`config.mk`:
```
export PLATFORM = sky130hd
export DESIGN_NAME = fsr_force_predictive_filter_flat
export DESIGN_NICKNAME = d
export VERILOG_FILES = /design/src/hw/rtl/fsr_pkg.sv /design/src/hw/rtl/fsr_req_if.sv /design/src/hw/rtl/fsr_rsp_if.sv /design/src/hw/rtl/fsr_serial_mul.sv /design/src/hw/rtl/fsr_serial_div.sv /design/src/hw/rtl/fsr_force_predictive_filter.sv /design/src/flat_wrapper.sv
export VERILOG_INCLUDE_DIRS = /design/src /design/src/hw/rtl
export SDC_FILE = /design/constraint.sdc
export NUM_CORES = 2
export LEC_CHECK = 0
export ABC_AREA = 0
export BUFFER_PORTS_ARGS = -buffer_cell sky130_fd_sc_hd__buf_4
export CAP_MARGIN = 10
export CORE_AREA = 8 8 428 430
export CTS_CLUSTER_SIZE = 16
export DETAILED_ROUTE_END_ITERATION = 7
export DIE_AREA = 0 0 436 438
export HOLD_SLACK_MARGIN = 0.12
export PLACE_DENSITY = 0.49
export SETUP_SLACK_MARGIN = 0.02
export SYNTH_ARGS = -nofsm -noshare
export SYNTH_HDL_FRONTEND = slang
export SYNTH_SLANG_ARGS = --single-unit
```
`constraint.sdc`:
```
create_clock -name clock -period 14.5 [get_ports clock]
set_input_delay 4.35 -clock clock [delete_from_list [all_inputs] [get_ports clock]]
set_output_delay 4.35 -clock clock [all_outputs]
set_load 0.005 [all_outputs]
```
`src/hw/rtl/fsr_force_predictive_filter_defines.svh`:
```
// Assertion helpers; expect clock and reset in the using scope.
`ifndef FSR_FORCE_PREDICTIVE_FILTER_DEFINES_SVH
`define FSR_FORCE_PREDICTIVE_FILTER_DEFINES_SVH

// Same-cycle implication.
`define FSR_ASSERT_SAME(label, ante, cons) \
   label: assert property (@(posedge clock) disable iff (reset) (ante) |-> (cons)) \
      else $error("fsr same-cycle check failed");

// Next-cycle implication.
`define FSR_ASSERT_NEXT(label, ante, cons) \
   label: assert property (@(posedge clock) disable iff (reset) (ante) |=> (cons)) \
      else $error("fsr next-cycle check failed");

`endif

```
`src/hw/rtl/fsr_pkg.sv`:
```
package fsr_pkg;

   localparam int SAMPLE_BITS     = 10;
   localparam int FORCE_FRAC_BITS = 8;
   localparam int FORCE_BITS      = 40;

   localparam int GAIN_W     = 17;
   localparam int GAIN_FRAC  = 16;
   localparam int RES_W      = 20;
   localparam int CSR_DATA_W = 20;
   localparam int CSR_IDX_W  = 2;

   localparam logic [CSR_IDX_W-1:0] CSR_LEVEL_GAIN = CSR_IDX_W'(0);
   localparam logic [CSR_IDX_W-1:0] CSR_FORCE_GAIN = CSR_IDX_W'(1);
   localparam logic [CSR_IDX_W-1:0] CSR_SERIES_RES = CSR_IDX_W'(2);

   localparam logic [GAIN_W-1:0] GAIN_ONE   = GAIN_W'(1) << GAIN_FRAC;
   localparam logic [GAIN_W-1:0] GAIN_RESET = GAIN_W'(32768);
   localparam logic [RES_W-1:0]  RES_RESET  = RES_W'(10000);

   // 13e6 * 2^frac: the 200 and 0.6/0.003 factors cancel out of the model
   localparam logic [63:0] MODEL_K   = 64'd13000000 << FORCE_FRAC_BITS;
   localparam int          MODEL_K_W = $clog2(MODEL_K + 64'd1);

   localparam int NUM_W     = MODEL_K_W + SAMPLE_BITS;
   localparam int RES_X3_W  = RES_W + 2;
   localparam int DEN_W     = RES_X3_W + SAMPLE_BITS;
   localparam int PRED_W    = FORCE_BITS + 2;
   localparam int MUL_A_W   = FORCE_BITS + 3;
   localparam int MUL_B_W   = GAIN_W;
   localparam int ACC_W     = MUL_A_W + MUL_B_W;
   localparam int BQ_W      = ACC_W - GAIN_FRAC;
   localparam int QX_W      = (NUM_W > FORCE_BITS) ? NUM_W : FORCE_BITS;

   localparam int MUL_DIGITS = (MUL_B_W + 1) / 2;
   localparam int MUL_CNT_W  = $clog2(MUL_DIGITS + 1);
   localparam int DIV_CNT_W  = $clog2(NUM_W + 1);

   localparam logic signed [FORCE_BITS-1:0] FORCE_MAX = {1'b0, {(FORCE_BITS-1){1'b1}}};
   localparam logic signed [FORCE_BITS-1:0] FORCE_MIN = {1'b1, {(FORCE_BITS-1){1'b0}}};

   typedef enum logic [2:0] {
      ST_IDLE,
      ST_LEVEL,
      ST_MODEL,
      ST_DIVIDE,
      ST_BLEND,
      ST_FINISH
   } state_type;

   typedef struct packed {
      logic busy;
      logic done;
   } unit_stat_type;

endpackage

```
`src/hw/rtl/fsr_req_if.sv`:
```
interface fsr_req_if;
   import fsr_pkg::*;

   logic                   valid;
   logic                   ready;
   logic [SAMPLE_BITS-1:0] adc_sample;

   modport source (output valid, output adc_sample, input ready);
   modport sink (input valid, input adc_sample, output ready);
endinterface

```
`src/hw/rtl/fsr_rsp_if.sv`:
```
interface fsr_rsp_if;
   import fsr_pkg::*;

   logic                         valid;
   logic                         ready;
   logic signed [FORCE_BITS-1:0] force_estimate;
   logic                         saturated;

   modport source (output valid, output force_estimate, output saturated, input ready);
   modport sink (input valid, input force_estimate, input saturated, output ready);
endinterface

```
`src/hw/rtl/fsr_serial_mul.sv`:
```
// Radix-4 shift-add multiplier: two multiplier bits per cycle, signed
// multiplicand, unsigned multiplier, accumulator preloaded with an offset.
module fsr_serial_mul (
   input  logic                                 clock,
   input  logic                                 reset,
   input  logic                                 start,
   input  logic signed [fsr_pkg::MUL_A_W-1:0]   mcand,
   input  logic        [fsr_pkg::MUL_B_W-1:0]   mplier,
   input  logic signed [fsr_pkg::ACC_W-1:0]     acc_init,
   output logic signed [fsr_pkg::ACC_W-1:0]     product,
   output fsr_pkg::unit_stat_type               stat
);
   import fsr_pkg::*;

   localparam int PL_W = 2 * MUL_DIGITS;

   logic signed [ACC_W-1:0] mcand_ext;
   logic signed [ACC_W-1:0] addend;
   logic signed [ACC_W-1:0] mcand_ff, mcand_in;
   logic signed [ACC_W-1:0] mcand3_ff, mcand3_in;
   logic signed [ACC_W-1:0] acc_ff, acc_in;
   logic [PL_W-1:0]         mplier_ff, mplier_in;
   logic [MUL_CNT_W-1:0]    cnt_ff, cnt_in;
   logic                    busy_ff, busy_in;
   logic                    done_ff, done_in;

   assign mcand_ext = ACC_W'(mcand);

   always_comb begin
      case (mplier_ff[1:0])
         2'd0:    addend = '0;
         2'd1:    addend = mcand_ff;
         2'd2:    addend = mcand_ff <<< 1;
         default: addend = mcand3_ff;
      endcase
   end

   always_comb begin
      mcand_in  = mcand_ff;
      mcand3_in = mcand3_ff;
      acc_in    = acc_ff;
      mplier_in = mplier_ff;
      cnt_in    = cnt_ff;
      busy_in   = busy_ff;
      done_in   = 1'b0;
      if (start) begin
         mcand_in  = mcand_ext;
         mcand3_in = mcand_ext + (mcand_ext <<< 1);
         acc_in    = acc_init;
         mplier_in = PL_W'(mplier);
         cnt_in    = MUL_CNT_W'(MUL_DIGITS);
         busy_in   = 1'b1;
      end else if (busy_ff) begin
         acc_in    = acc_ff + addend;
         mcand_in  = mcand_ff <<< 2;
         mcand3_in = mcand3_ff <<< 2;
         mplier_in = mplier_ff >> 2;
         cnt_in    = cnt_ff - MUL_CNT_W'(1);
         if (cnt_ff == MUL_CNT_W'(1)) begin
            busy_in = 1'b0;
            done_in = 1'b1;
         end
      end
   end

   always_ff @(posedge clock) begin
      if (reset) begin
         cnt_ff  <= '0;
         busy_ff <= 1'b0;
         done_ff <= 1'b0;
      end else begin
         cnt_ff  <= cnt_in;
         busy_ff <= busy_in;
         done_ff <= done_in;
      end
   end

   always_ff @(posedge clock) begin
      mcand_ff  <= mcand_in;
      mcand3_ff <= mcand3_in;
      acc_ff    <= acc_in;
      mplier_ff <= mplier_in;
   end

   assign product   = acc_ff;
   assign stat.busy = busy_ff;
   assign stat.done = done_ff;

endmodule

```
`src/hw/rtl/fsr_serial_div.sv`:
```
// Restoring divider, one quotient bit per cycle. The dividend shifts out of
// the top of the quotient register while quotient bits shift in at the bottom.
module fsr_serial_div (
   input  logic                           clock,
   input  logic                           reset,
   input  logic                           start,
   input  logic [fsr_pkg::NUM_W-1:0]      dividend,
   input  logic [fsr_pkg::DEN_W-1:0]      divisor,
   output logic [fsr_pkg::NUM_W-1:0]      quotient,
   output fsr_pkg::unit_stat_type         stat
);
   import fsr_pkg::*;

   logic [NUM_W-1:0]     quo_ff, quo_in;
   logic [DEN_W-1:0]     rem_ff, rem_in;
   logic [DEN_W-1:0]     den_ff, den_in;
   logic [DIV_CNT_W-1:0] cnt_ff, cnt_in;
   logic                 busy_ff, busy_in;
   logic                 done_ff, done_in;
   logic [DEN_W:0]       shifted;
   logic [DEN_W+1:0]     trial;

   assign shifted = {rem_ff, quo_ff[NUM_W-1]};
   assign trial   = {1'b0, shifted} - {2'b00, den_ff};

   always_comb begin
      quo_in  = quo_ff;
      rem_in  = rem_ff;
      den_in  = den_ff;
      cnt_in  = cnt_ff;
      busy_in = busy_ff;
      done_in = 1'b0;
      if (start) begin
         quo_in  = dividend;
         rem_in  = '0;
         den_in  = divisor;
         cnt_in  = DIV_CNT_W'(NUM_W);
         busy_in = 1'b1;
      end else if (busy_ff) begin
         // borrow means the trial subtract failed: keep the shifted remainder
         quo_in = {quo_ff[NUM_W-2:0], ~trial[DEN_W+1]};
         rem_in = trial[DEN_W+1] ? shifted[DEN_W-1:0] : trial[DEN_W-1:0];
         cnt_in = cnt_ff - DIV_CNT_W'(1);
         if (cnt_ff == DIV_CNT_W'(1)) begin
            busy_in = 1'b0;
            done_in = 1'b1;
         end
      end
   end

   always_ff @(posedge clock) begin
      if (reset) begin
         cnt_ff  <= '0;
         busy_ff <= 1'b0;
         done_ff <= 1'b0;
      end else begin
         cnt_ff  <= cnt_in;
         busy_ff <= busy_in;
         done_ff <= done_in;
      end
   end

   always_ff @(posedge clock) begin
      quo_ff <= quo_in;
      rem_ff <= rem_in;
      den_ff <= den_in;
   end

   assign quotient  = quo_ff;
   assign stat.busy = busy_ff;
   assign stat.done = done_ff;

endmodule

```
`src/hw/rtl/fsr_force_predictive_filter.sv`:
```
// Force estimator for a force-sensing resistor read through a divider. Each
// request carries one raw converter sample; the block low-pass filters it
// into an integer level, maps the level to a force with the resistor model
// 13e6 * (2^SAMPLE_BITS - u) / (3 * R * u) in Q.8, predicts the next force
// as 2*now - prev, and blends model and prediction with force_gain. One
// response comes back per request: a signed 40-bit force (8 fractional bits)
// and a saturated flag, set when the level or series_resistance is zero or a
// force hit the 40-bit limit. Gains above 65536 act as 65536. Each request
// runs three radix-4 multiplies (level, model numerator and denominator side
// by side, blend) and a bit-serial divide. Only one request is in flight;
// the response sits in an output register, so the next request is accepted
// while it waits. Configuration writes take effect at once and belong only
// to idle periods.
`include "fsr_force_predictive_filter_defines.svh"

module fsr_force_predictive_filter (
   input  logic                               clock,
   input  logic                               reset,
   fsr_req_if.sink                            req_if,
   fsr_rsp_if.source                          rsp_if,
   input  logic                               csr_we,
   input  logic [fsr_pkg::CSR_IDX_W-1:0]      csr_index,
   input  logic [fsr_pkg::CSR_DATA_W-1:0]     csr_wdata
);
   import fsr_pkg::*;

   function automatic logic [GAIN_W-1:0] clamp_gain(input logic [GAIN_W-1:0] g);
      return (g > GAIN_ONE) ? GAIN_ONE : g;
   endfunction

   // control
   state_type state_ff, state_in;
   logic      req_fire;
   logic      out_free;
   logic      units_idle;

   // configuration registers
   logic [GAIN_W-1:0] level_gain_ff, level_gain_in;
   logic [GAIN_W-1:0] force_gain_ff, force_gain_in;
   logic [RES_W-1:0]  series_res_ff, series_res_in;

   // filter state
   logic [SAMPLE_BITS-1:0]       level_ff, level_in;
   logic signed [FORCE_BITS-1:0] force_now_ff, force_now_in;
   logic signed [FORCE_BITS-1:0] force_prev_ff, force_prev_in;
   logic signed [PRED_W-1:0]     pred_ff, pred_in;
   logic                         sat_ff, sat_in;

   // response register
   logic                         rsp_valid_ff, rsp_valid_in;
   logic signed [FORCE_BITS-1:0] rsp_force_ff, rsp_force_in;
   logic                         rsp_sat_ff, rsp_sat_in;

   // shared multiplier A: level, model numerator, blend
   logic                        mul_a_start;
   logic signed [MUL_A_W-1:0]   mul_a_mcand;
   logic [MUL_B_W-1:0]          mul_a_mplier;
   logic signed [ACC_W-1:0]     mul_a_init;
   logic signed [ACC_W-1:0]     product_a;
   unit_stat_type               mul_a_stat;

   // multiplier B: model denominator
   logic                        mul_b_start;
   logic signed [MUL_A_W-1:0]   mul_b_mcand;
   logic [MUL_B_W-1:0]          mul_b_mplier;
   logic signed [ACC_W-1:0]     product_b;
   unit_stat_type               mul_b_stat;

   // divider
   logic                        div_start;
   logic [NUM_W-1:0]            quotient;
   unit_stat_type               div_stat;

   // datapath terms
   logic signed [SAMPLE_BITS:0]  level_diff;
   logic [SAMPLE_BITS-1:0]       new_level;
   logic [SAMPLE_BITS:0]         span_left;
   logic [RES_X3_W-1:0]          series_x3;
   logic signed [PRED_W-1:0]     pred_next;
   logic [QX_W-1:0]              quo_ext;
   logic                         model_clamp;
   logic signed [FORCE_BITS-1:0] model_val;
   logic signed [MUL_A_W-1:0]    blend_diff;
   logic                         blend_round;
   logic [BQ_W-1:0]              blend_q;
   logic                         blend_pos_ovf;
   logic                         blend_neg_ovf;
   logic signed [FORCE_BITS-1:0] blend_val;

   assign req_fire   = req_if.valid && req_if.ready;
   assign out_free   = !rsp_valid_ff || rsp_if.ready;
   assign units_idle = !mul_a_stat.busy && !mul_b_stat.busy && !div_stat.busy;

   // level step: L + ((g * (s - L)) >>> 16), run as (L << 16) + g * (s - L)
   assign level_diff = {1'b0, req_if.adc_sample} - {1'b0, level_ff};

   // new level is valid while multiplier A reports done in the level phase
   assign new_level = product_a[GAIN_FRAC +: SAMPLE_BITS];
   assign span_left = {1'b1, {SAMPLE_BITS{1'b0}}} - {1'b0, new_level};
   assign series_x3 = RES_X3_W'(series_res_ff) + (RES_X3_W'(series_res_ff) << 1);

   assign mul_b_mcand  = MUL_A_W'(series_x3);
   assign mul_b_mplier = MUL_B_W'(new_level);

   assign pred_next = (PRED_W'(force_now_ff) <<< 1) - PRED_W'(force_prev_ff);

   // model force: zero level, zero resistor or a quotient past the force range pins it at full scale
   assign quo_ext     = QX_W'(quotient);
   assign model_clamp = (level_ff == '0) || (series_res_ff == '0) ||
                        (|quo_ext[QX_W-1:FORCE_BITS-1]);
   assign model_val   = model_clamp ? FORCE_MAX : quo_ext[FORCE_BITS-1:0];
   assign blend_diff  = MUL_A_W'(model_val) - MUL_A_W'(pred_ff);

   // blend = (pred << 16) + h * (model - pred), divided by 2^16 toward zero
   assign blend_round   = product_a[ACC_W-1] && (|product_a[GAIN_FRAC-1:0]);
   assign blend_q       = product_a[ACC_W-1:GAIN_FRAC] + BQ_W'(blend_round);
   assign blend_pos_ovf = !blend_q[BQ_W-1] && (|blend_q[BQ_W-2:FORCE_BITS-1]);
   assign blend_neg_ovf = blend_q[BQ_W-1] && !(&blend_q[BQ_W-2:FORCE_BITS-1]);
   assign blend_val     = blend_pos_ovf ? FORCE_MAX :
                          blend_neg_ovf ? FORCE_MIN : blend_q[FORCE_BITS-1:0];

   always_comb begin
      state_in      = state_ff;
      level_gain_in = level_gain_ff;
      force_gain_in = force_gain_ff;
      series_res_in = series_res_ff;
      level_in      = level_ff;
      force_now_in  = force_now_ff;
      force_prev_in = force_prev_ff;
      pred_in       = pred_ff;
      sat_in        = sat_ff;
      rsp_valid_in  = rsp_valid_ff && !rsp_if.ready;
      rsp_force_in  = rsp_force_ff;
      rsp_sat_in    = rsp_sat_ff;
      mul_a_start   = 1'b0;
      mul_a_mcand   = '0;
      mul_a_mplier  = '0;
      mul_a_init    = '0;
      mul_b_start   = 1'b0;
      div_start     = 1'b0;

      if (csr_we) begin
         unique case (csr_index)
            CSR_LEVEL_GAIN: level_gain_in = GAIN_W'(csr_wdata);
            CSR_FORCE_GAIN: force_gain_in = GAIN_W'(csr_wdata);
            CSR_SERIES_RES: series_res_in = RES_W'(csr_wdata);
            default: ;
         endcase
      end

      unique case (state_ff)
         ST_IDLE: begin
            if (req_fire) begin
               mul_a_start  = 1'b1;
               mul_a_mcand  = MUL_A_W'(level_diff);
               mul_a_mplier = clamp_gain(level_gain_ff);
               mul_a_init   = ACC_W'({level_ff, {GAIN_FRAC{1'b0}}});
               pred_in      = pred_next;
               sat_in       = 1'b0;
               state_in     = ST_LEVEL;
            end
         end
         ST_LEVEL: begin
            if (mul_a_stat.done) begin
               level_in     = new_level;
               // numerator and denominator of the model run side by side
               mul_a_start  = 1'b1;
               mul_a_mcand  = MUL_A_W'(MODEL_K);
               mul_a_mplier = MUL_B_W'(span_left);
               mul_b_start  = 1'b1;
               state_in     = ST_MODEL;
            end
         end
         ST_MODEL: begin
            if (mul_a_stat.done) begin
               div_start = 1'b1;
               state_in  = ST_DIVIDE;
            end
         end
         ST_DIVIDE: begin
            if (div_stat.done) begin
               sat_in       = model_clamp;
               mul_a_start  = 1'b1;
               mul_a_mcand  = blend_diff;
               mul_a_mplier = clamp_gain(force_gain_ff);
               mul_a_init   = ACC_W'(pred_ff) <<< GAIN_FRAC;
               state_in     = ST_BLEND;
            end
         end
         ST_BLEND: begin
            if (mul_a_stat.done) begin
               state_in = ST_FINISH;
            end
         end
         ST_FINISH: begin
            // hold here until the response register frees up
            if (out_free) begin
               rsp_valid_in  = 1'b1;
               rsp_force_in  = blend_val;
               rsp_sat_in    = sat_ff || blend_pos_ovf || blend_neg_ovf;
               force_prev_in = force_now_ff;
               force_now_in  = blend_val;
               state_in      = ST_IDLE;
            end
         end
         default: state_in = ST_IDLE;
      endcase
   end

   always_ff @(posedge clock) begin
      if (reset) begin
         state_ff <= ST_IDLE;
      end else begin
         state_ff <= state_in;
      end
   end

   always_ff @(posedge clock) begin
      if (reset) begin
         level_gain_ff <= GAIN_RESET;
         force_gain_ff <= GAIN_RESET;
         series_res_ff <= RES_RESET;
         level_ff      <= '0;
         force_now_ff  <= '0;
         force_prev_ff <= '0;
         rsp_valid_ff  <= 1'b0;
      end else begin
         level_gain_ff <= level_gain_in;
         force_gain_ff <= force_gain_in;
         series_res_ff <= series_res_in;
         level_ff      <= level_in;
         force_now_ff  <= force_now_in;
         force_prev_ff <= force_prev_in;
         rsp_valid_ff  <= rsp_valid_in;
      end
   end

   always_ff @(posedge clock) begin
      pred_ff      <= pred_in;
      sat_ff       <= sat_in;
      rsp_force_ff <= rsp_force_in;
      rsp_sat_ff   <= rsp_sat_in;
   end

   fsr_serial_mul u_mul_a (
      .clock    (clock),
      .reset    (reset),
      .start    (mul_a_start),
      .mcand    (mul_a_mcand),
      .mplier   (mul_a_mplier),
      .acc_init (mul_a_init),
      .product  (product_a),
      .stat     (mul_a_stat)
   );

   fsr_serial_mul u_mul_b (
      .clock    (clock),
      .reset    (reset),
      .start    (mul_b_start),
      .mcand    (mul_b_mcand),
      .mplier   (mul_b_mplier),
      .acc_init ('0),
      .product  (product_b),
      .stat     (mul_b_stat)
   );

   fsr_serial_div u_div (
      .clock    (clock),
      .reset    (reset),
      .start    (div_start),
      .dividend (product_a[NUM_W-1:0]),
      .divisor  (product_b[DEN_W-1:0]),
      .quotient (quotient),
      .stat     (div_stat)
   );

   assign req_if.ready          = (state_ff == ST_IDLE);
   assign rsp_if.valid          = rsp_valid_ff;
   assign rsp_if.force_estimate = rsp_force_ff;
   assign rsp_if.saturated      = rsp_sat_ff;

   // a new request never lands on a unit that is still working
   `FSR_ASSERT_SAME(a_accept_units_idle, req_fire, units_idle)
   // numerator and denominator finish in the same cycle
   `FSR_ASSERT_SAME(a_model_lockstep, (state_ff == ST_MODEL) && mul_a_stat.done, mul_b_stat.done)
   // the smoothed level only moves at the end of the level step
   `FSR_ASSERT_NEXT(a_level_hold, state_ff != ST_LEVEL, $stable(level_ff))
   // a finished request always shows up as a response
   `FSR_ASSERT_NEXT(a_rsp_loaded, (state_ff == ST_FINISH) && out_free, rsp_if.valid)

endmodule

```
`src/flat_wrapper.sv`:
```
// flat-port wrapper written by rule: the top's interface ports become plain ports
module fsr_force_predictive_filter_flat import fsr_pkg::*;
  (clock, reset, csr_we, csr_index, csr_wdata, req_if_valid, req_if_adc_sample, req_if_ready, rsp_if_valid, rsp_if_force_estimate, rsp_if_saturated, rsp_if_ready);
  fsr_req_if req_if_i ();
  fsr_rsp_if rsp_if_i ();
  input  logic clock;
  input  logic reset;
  input  logic csr_we;
  input  logic [fsr_pkg::CSR_IDX_W-1:0] csr_index;
  input  logic [fsr_pkg::CSR_DATA_W-1:0] csr_wdata;
  input wire logic [$bits(req_if_i.valid)-1:0] req_if_valid;
  input wire logic [$bits(req_if_i.adc_sample)-1:0] req_if_adc_sample;
  output wire logic [$bits(req_if_i.ready)-1:0] req_if_ready;
  output wire logic [$bits(rsp_if_i.valid)-1:0] rsp_if_valid;
  output wire logic [$bits(rsp_if_i.force_estimate)-1:0] rsp_if_force_estimate;
  output wire logic [$bits(rsp_if_i.saturated)-1:0] rsp_if_saturated;
  input wire logic [$bits(rsp_if_i.ready)-1:0] rsp_if_ready;
  assign req_if_i.valid = req_if_valid;
  assign req_if_i.adc_sample = req_if_adc_sample;
  assign req_if_ready = req_if_i.ready;
  assign rsp_if_valid = rsp_if_i.valid;
  assign rsp_if_force_estimate = rsp_if_i.force_estimate;
  assign rsp_if_saturated = rsp_if_i.saturated;
  assign rsp_if_i.ready = rsp_if_ready;
  fsr_force_predictive_filter u_core (.clock(clock), .reset(reset), .req_if(req_if_i), .rsp_if(rsp_if_i), .csr_we(csr_we), .csr_index(csr_index), .csr_wdata(csr_wdata));
endmodule
```
==> impl_metrics.yaml <==
min_path:
  hold_path.startpoint: "u_core.force_now_ff[8]"
  whs_endpoint: "u_core.force_prev_ff[8]"
  hold_path_depth: 2
  holdCritPathClass: "reg -> reg"
global_route:
  grt_max_degree: 95
  grt_remaining_overflow: 0
  antenna_found_initial: 2
  grt_first_pass_wirelength_um: 207200
  grt_usage_pct: 13.41
  grt_pass1_vias: 34660
power:
  power_leakage_nw: 20.02
  p_comb_share_pct: 47.5
  total_power_mw: 10.24
  ir_drop_mv: 0.1004
  p_int_mw: 5.904
  power_density_over_the_cells_nw_per_um2: 205.6
  netSwitchingFraction_pct: 42.34
  switching_power_mw: 4.335
  share_clk_of_total_power_pct: 21.6
  p_seq_share_pct: 30.9
timing:
  grt_setup_unrepaired: "false"
  hold_violations: 0
  finalSetupTns_ns: 0
  slew_violations: 0
  worst_slew_margin_rel_pct: 15.03
  min_period_over_period_pct: 67.75
  final.setup_skew_ns: 0.05553
  timing.final.crit_period_ns: 9.824
  timing.final.setup_violations: 0
  achievable_clock_frequency_ghz: 0.1018
  worstMarginPinSlew_ns: 1.269
  hold-worst-slack_ns: 0.4479
clock_network:
  cts.hold.buffers_added: 0
  clk_latency_ns: 0.70
  max-clock-path-buffers: 3
  postCtsSetupRepairBufs: 0
  cts.sink_count: 658
  clock_root_buffer: "clkbuf_16"
  cts.htree.levels: 3
  tritoncts: "done"
  numCtsBuffers: 84
  postCtsResizedCells: 0
  path_clk_slew_ns: 0.06
worst_setup_path:
  crit-reg2reg-capture: "u_core.u_mul_a.mcand3_ff[42]"
  worstSetupStartpointType: "primary input"
  maximum_fanout_along_the_worst_path: 22
  r2r-start: "u_core.series_res_ff[0]"
  timing.setup.critical_path_class: "in -> reg"
  crit_path_max_incr_delay_ns: 0.55
  cp.arrival_ns: 10.23
  crit_path_frequent_cell: "a21o_1"
  worst_ep_required_time_ns: 14.90
  crit_path_end_kind: "flip-flop"
  setup.reg_to_reg.worst_slack_ns: 6.38
  reg2reg_depth: 32
  critical-path-slowest-cell: "nand2_1"
die:
  design.core.area_um2: 176900
  die_y_um: 438
  die-area_um2: 191000
  floorplan.io_pins: 80
  fp.dieW_um: 436
  initial_core_util_pct: 24.81
  core.rowCount: 155
place:
  place.port_buffers: 79
  hpwlAfterDp_um: 98600
  postPlaceCellArea_um2: 46880
  gp_congestion: 0.9026
job:
  cap_violations: 0
finish:
  finalInstanceArea_um2: 49800
  n_fill_cell: 18880
  areaGrowthSynthToFinish_pct: 13.46
  total_number_of_nets_in_the_final_design: 5196
  drive_above_1_share_pct: 9.061
  fin_util_pct: 28.15
drt:
  drtIter0Drc: 2727
  drt_pass1_iterations: 8
  drtAntennaViolNets: 0
  final_routed_wire_length_divided_by_cell_count_um: 18.49
  routed-via-count: 35740
  drc: 0
  totalWireLength_um: 134100
  vias_per_cell: 4.925
yosys:
  synth_area_leaders: "edfxtp_1 (29%), dfxtp_1 (11%), ha_1 (9.1%)"
  synth.ff_latch_count: 658
  synth_simple_gate_area_share_pct: 15.33
  synth.avg_cell_area_um2: 8.991
  synth_ff_type: "edfxtp_1"
  synth-compound-area-share_pct: 21.33
  async_reset_ff_share_pct: 0
  synth_fa_ha_area_share_pct: 9.505
  yosys-mux-area-fraction_pct: 3.746
  synth_xor_area_share_pct: 6.266
  synth_top_family_by_area: "compound AO/OA/AOI/OAI gates"
  syn_inst: 4881
  synthDominantCellAreaShare_pct: 28.53
  yosys_warnings: 0
  synth-seq-area-share_pct: 39.53
  synth_enable_flop_cells: 417
  cell_taking_the_most_area_after_synthesis: "edfxtp_1"
  netlist_area_um2: 43890
  post_synth_num_cell_types: 90
outcome:
  status: "completed"
-- registers in the layout, indices dropped and copies added (netlist names), 6 cells and up --
register	cells
u_core.u_div.rem_ff	32
u_core.u_mul_b.mcand_ff	31
u_core.series_res_ff	20
u_core.u_mul_a.mcand3_ff	60
u_core.force_prev_ff	40
u_core.force_now_ff	40
u_core.level_gain_ff	17
u_core.u_div.quotient	42
u_core.u_div.den_ff	32
u_core.force_gain_ff	17
u_core.u_mul_b.mplier_ff	10
u_core.u_mul_b.product	32
u_core.u_mul_a.mcand_ff	59
u_core.u_mul_a.product	60
u_core.level_ff	10
u_core.u_mul_a.mplier_ff	17
u_core.u_mul_b.mcand3_ff	32
u_core.pred_ff	42
u_core.u_div.cnt_ff	6
u_core.rsp_if.force_estimate	40
-- synth_stat cells (91+ instances only) --
cell and instances:
o21ai_0 290, inv_1 236, nor2_1 344, xnor2_1 189, edfxtp_1 417, a21o_1 203
clkbuf_1 218, ha_1 319, xor2_1 125, mux2_2 106, a21oi_1 455, a22o_1 91
dfxtp_1 241, nand2_1 636
-- layout by cell type, fill, tap and decap left out, types with 119 or more instances in the layout --
| cell | n |
|---|---|
| ha_1 | 319 |
| xnor2_1 | 189 |
| a21oi_1 | 455 |
| edfxtp_1 | 417 |
| dfxtp_1 | 239 |
| nor2_1 | 343 |
| a21o_1 | 203 |
| xor2_1 | 125 |
| nand2_1 | 635 |
| o21ai_0 | 290 |
| buf_4 | 119 |
| inv_1 | 234 |
-- worst max-delay path by stage --
stage          slack (ns)                  from                           end
6_report             4.68  req_if_adc_sample[0]  u_core.u_mul_a.mcand3_ff[39]
5_1_grt              4.36  req_if_adc_sample[0]  u_core.u_mul_a.mcand3_ff[39]
4_1_cts              4.76  req_if_adc_sample[0]  u_core.u_mul_a.mcand3_ff[39]
3_5_place_dp         4.03  req_if_adc_sample[0]  u_core.u_mul_a.mcand3_ff[39]
3_3_place_gp         4.02  req_if_adc_sample[0]  u_core.u_mul_a.mcand3_ff[39]
2_1_floorplan        4.87          req_if_valid   u_core.u_mul_a.mcand3_ff[0]
-- per-layer routing --
layer	vias to the layer above	track usage, %	part of all wire [%]
li1	17590	-	-
met1	17240	18.51	48
met2	746	22.19	46
met3	158	1.852	4.3
met4	0	3.187	2.2
met5	-	0	0
-- per-stage QoR --
step	setup WS (ns)	instances
2_1_floorplan	4.867	4883
3_3_place_gp	4.021	7100
3_5_place_dp	4.030	7100
4_1_cts	4.756	7255
5_1_grt	4.361	7256
6_report	4.676	7256
-- final cells by class --
type	instances	area, um^2	area share [%]
Timing Repair Buffer	120	904.6	1.817
Clock inverter	43	576.8	1.158
Sequential cell	658	17350	34.84
Inverter	238	899.6	1.807
Clock buffer	112	2338	4.696
Tap cell	2355	2947	5.917
Antenna cell	1	2.502	0.005025
Multi-Input combinational cell	3729	24780	49.76
-- power by group through the flow --
| stage | Combinational (mW) | Clock (mW) | Sequential (mW) |
|---|---|---|---|
| 3_5_place_dp | 4.81 | 0 | 3.20 |
| 2_1_floorplan | 3.62 | 0 | 3.01 |
| 5_1_grt | 5.35 | 2.34 | 3.22 |
| 3_3_place_gp | 4.80 | 0 | 3.20 |
| 4_1_cts | 4.84 | 2.28 | 3.16 |
| 6_report | 4.86 | 2.21 | 3.16 |
-- logic make-up (layout without fill, tap and decap cells) --
logic type,after synthesis,after routing
buffers and inverters,496,513
XOR/XNOR,314,314
other,1,4
flip-flops,658,658
adder cells (fa/ha/maj),328,328
AO/OA/AOI/OAI,1452,1452
multiplexers,151,151
AND/OR/NAND/NOR,1481,1481
-- critical path, delay by kind of cell --
family,cells,cell delay [ns]
xor+xnor,1,0.18
buf+inv,3,0.22
fa+ha+maj,3,0.92
simple gates,2,0.73
compound gates,17,3.82
No activity file was read; power rests on OpenSTA's default activity.
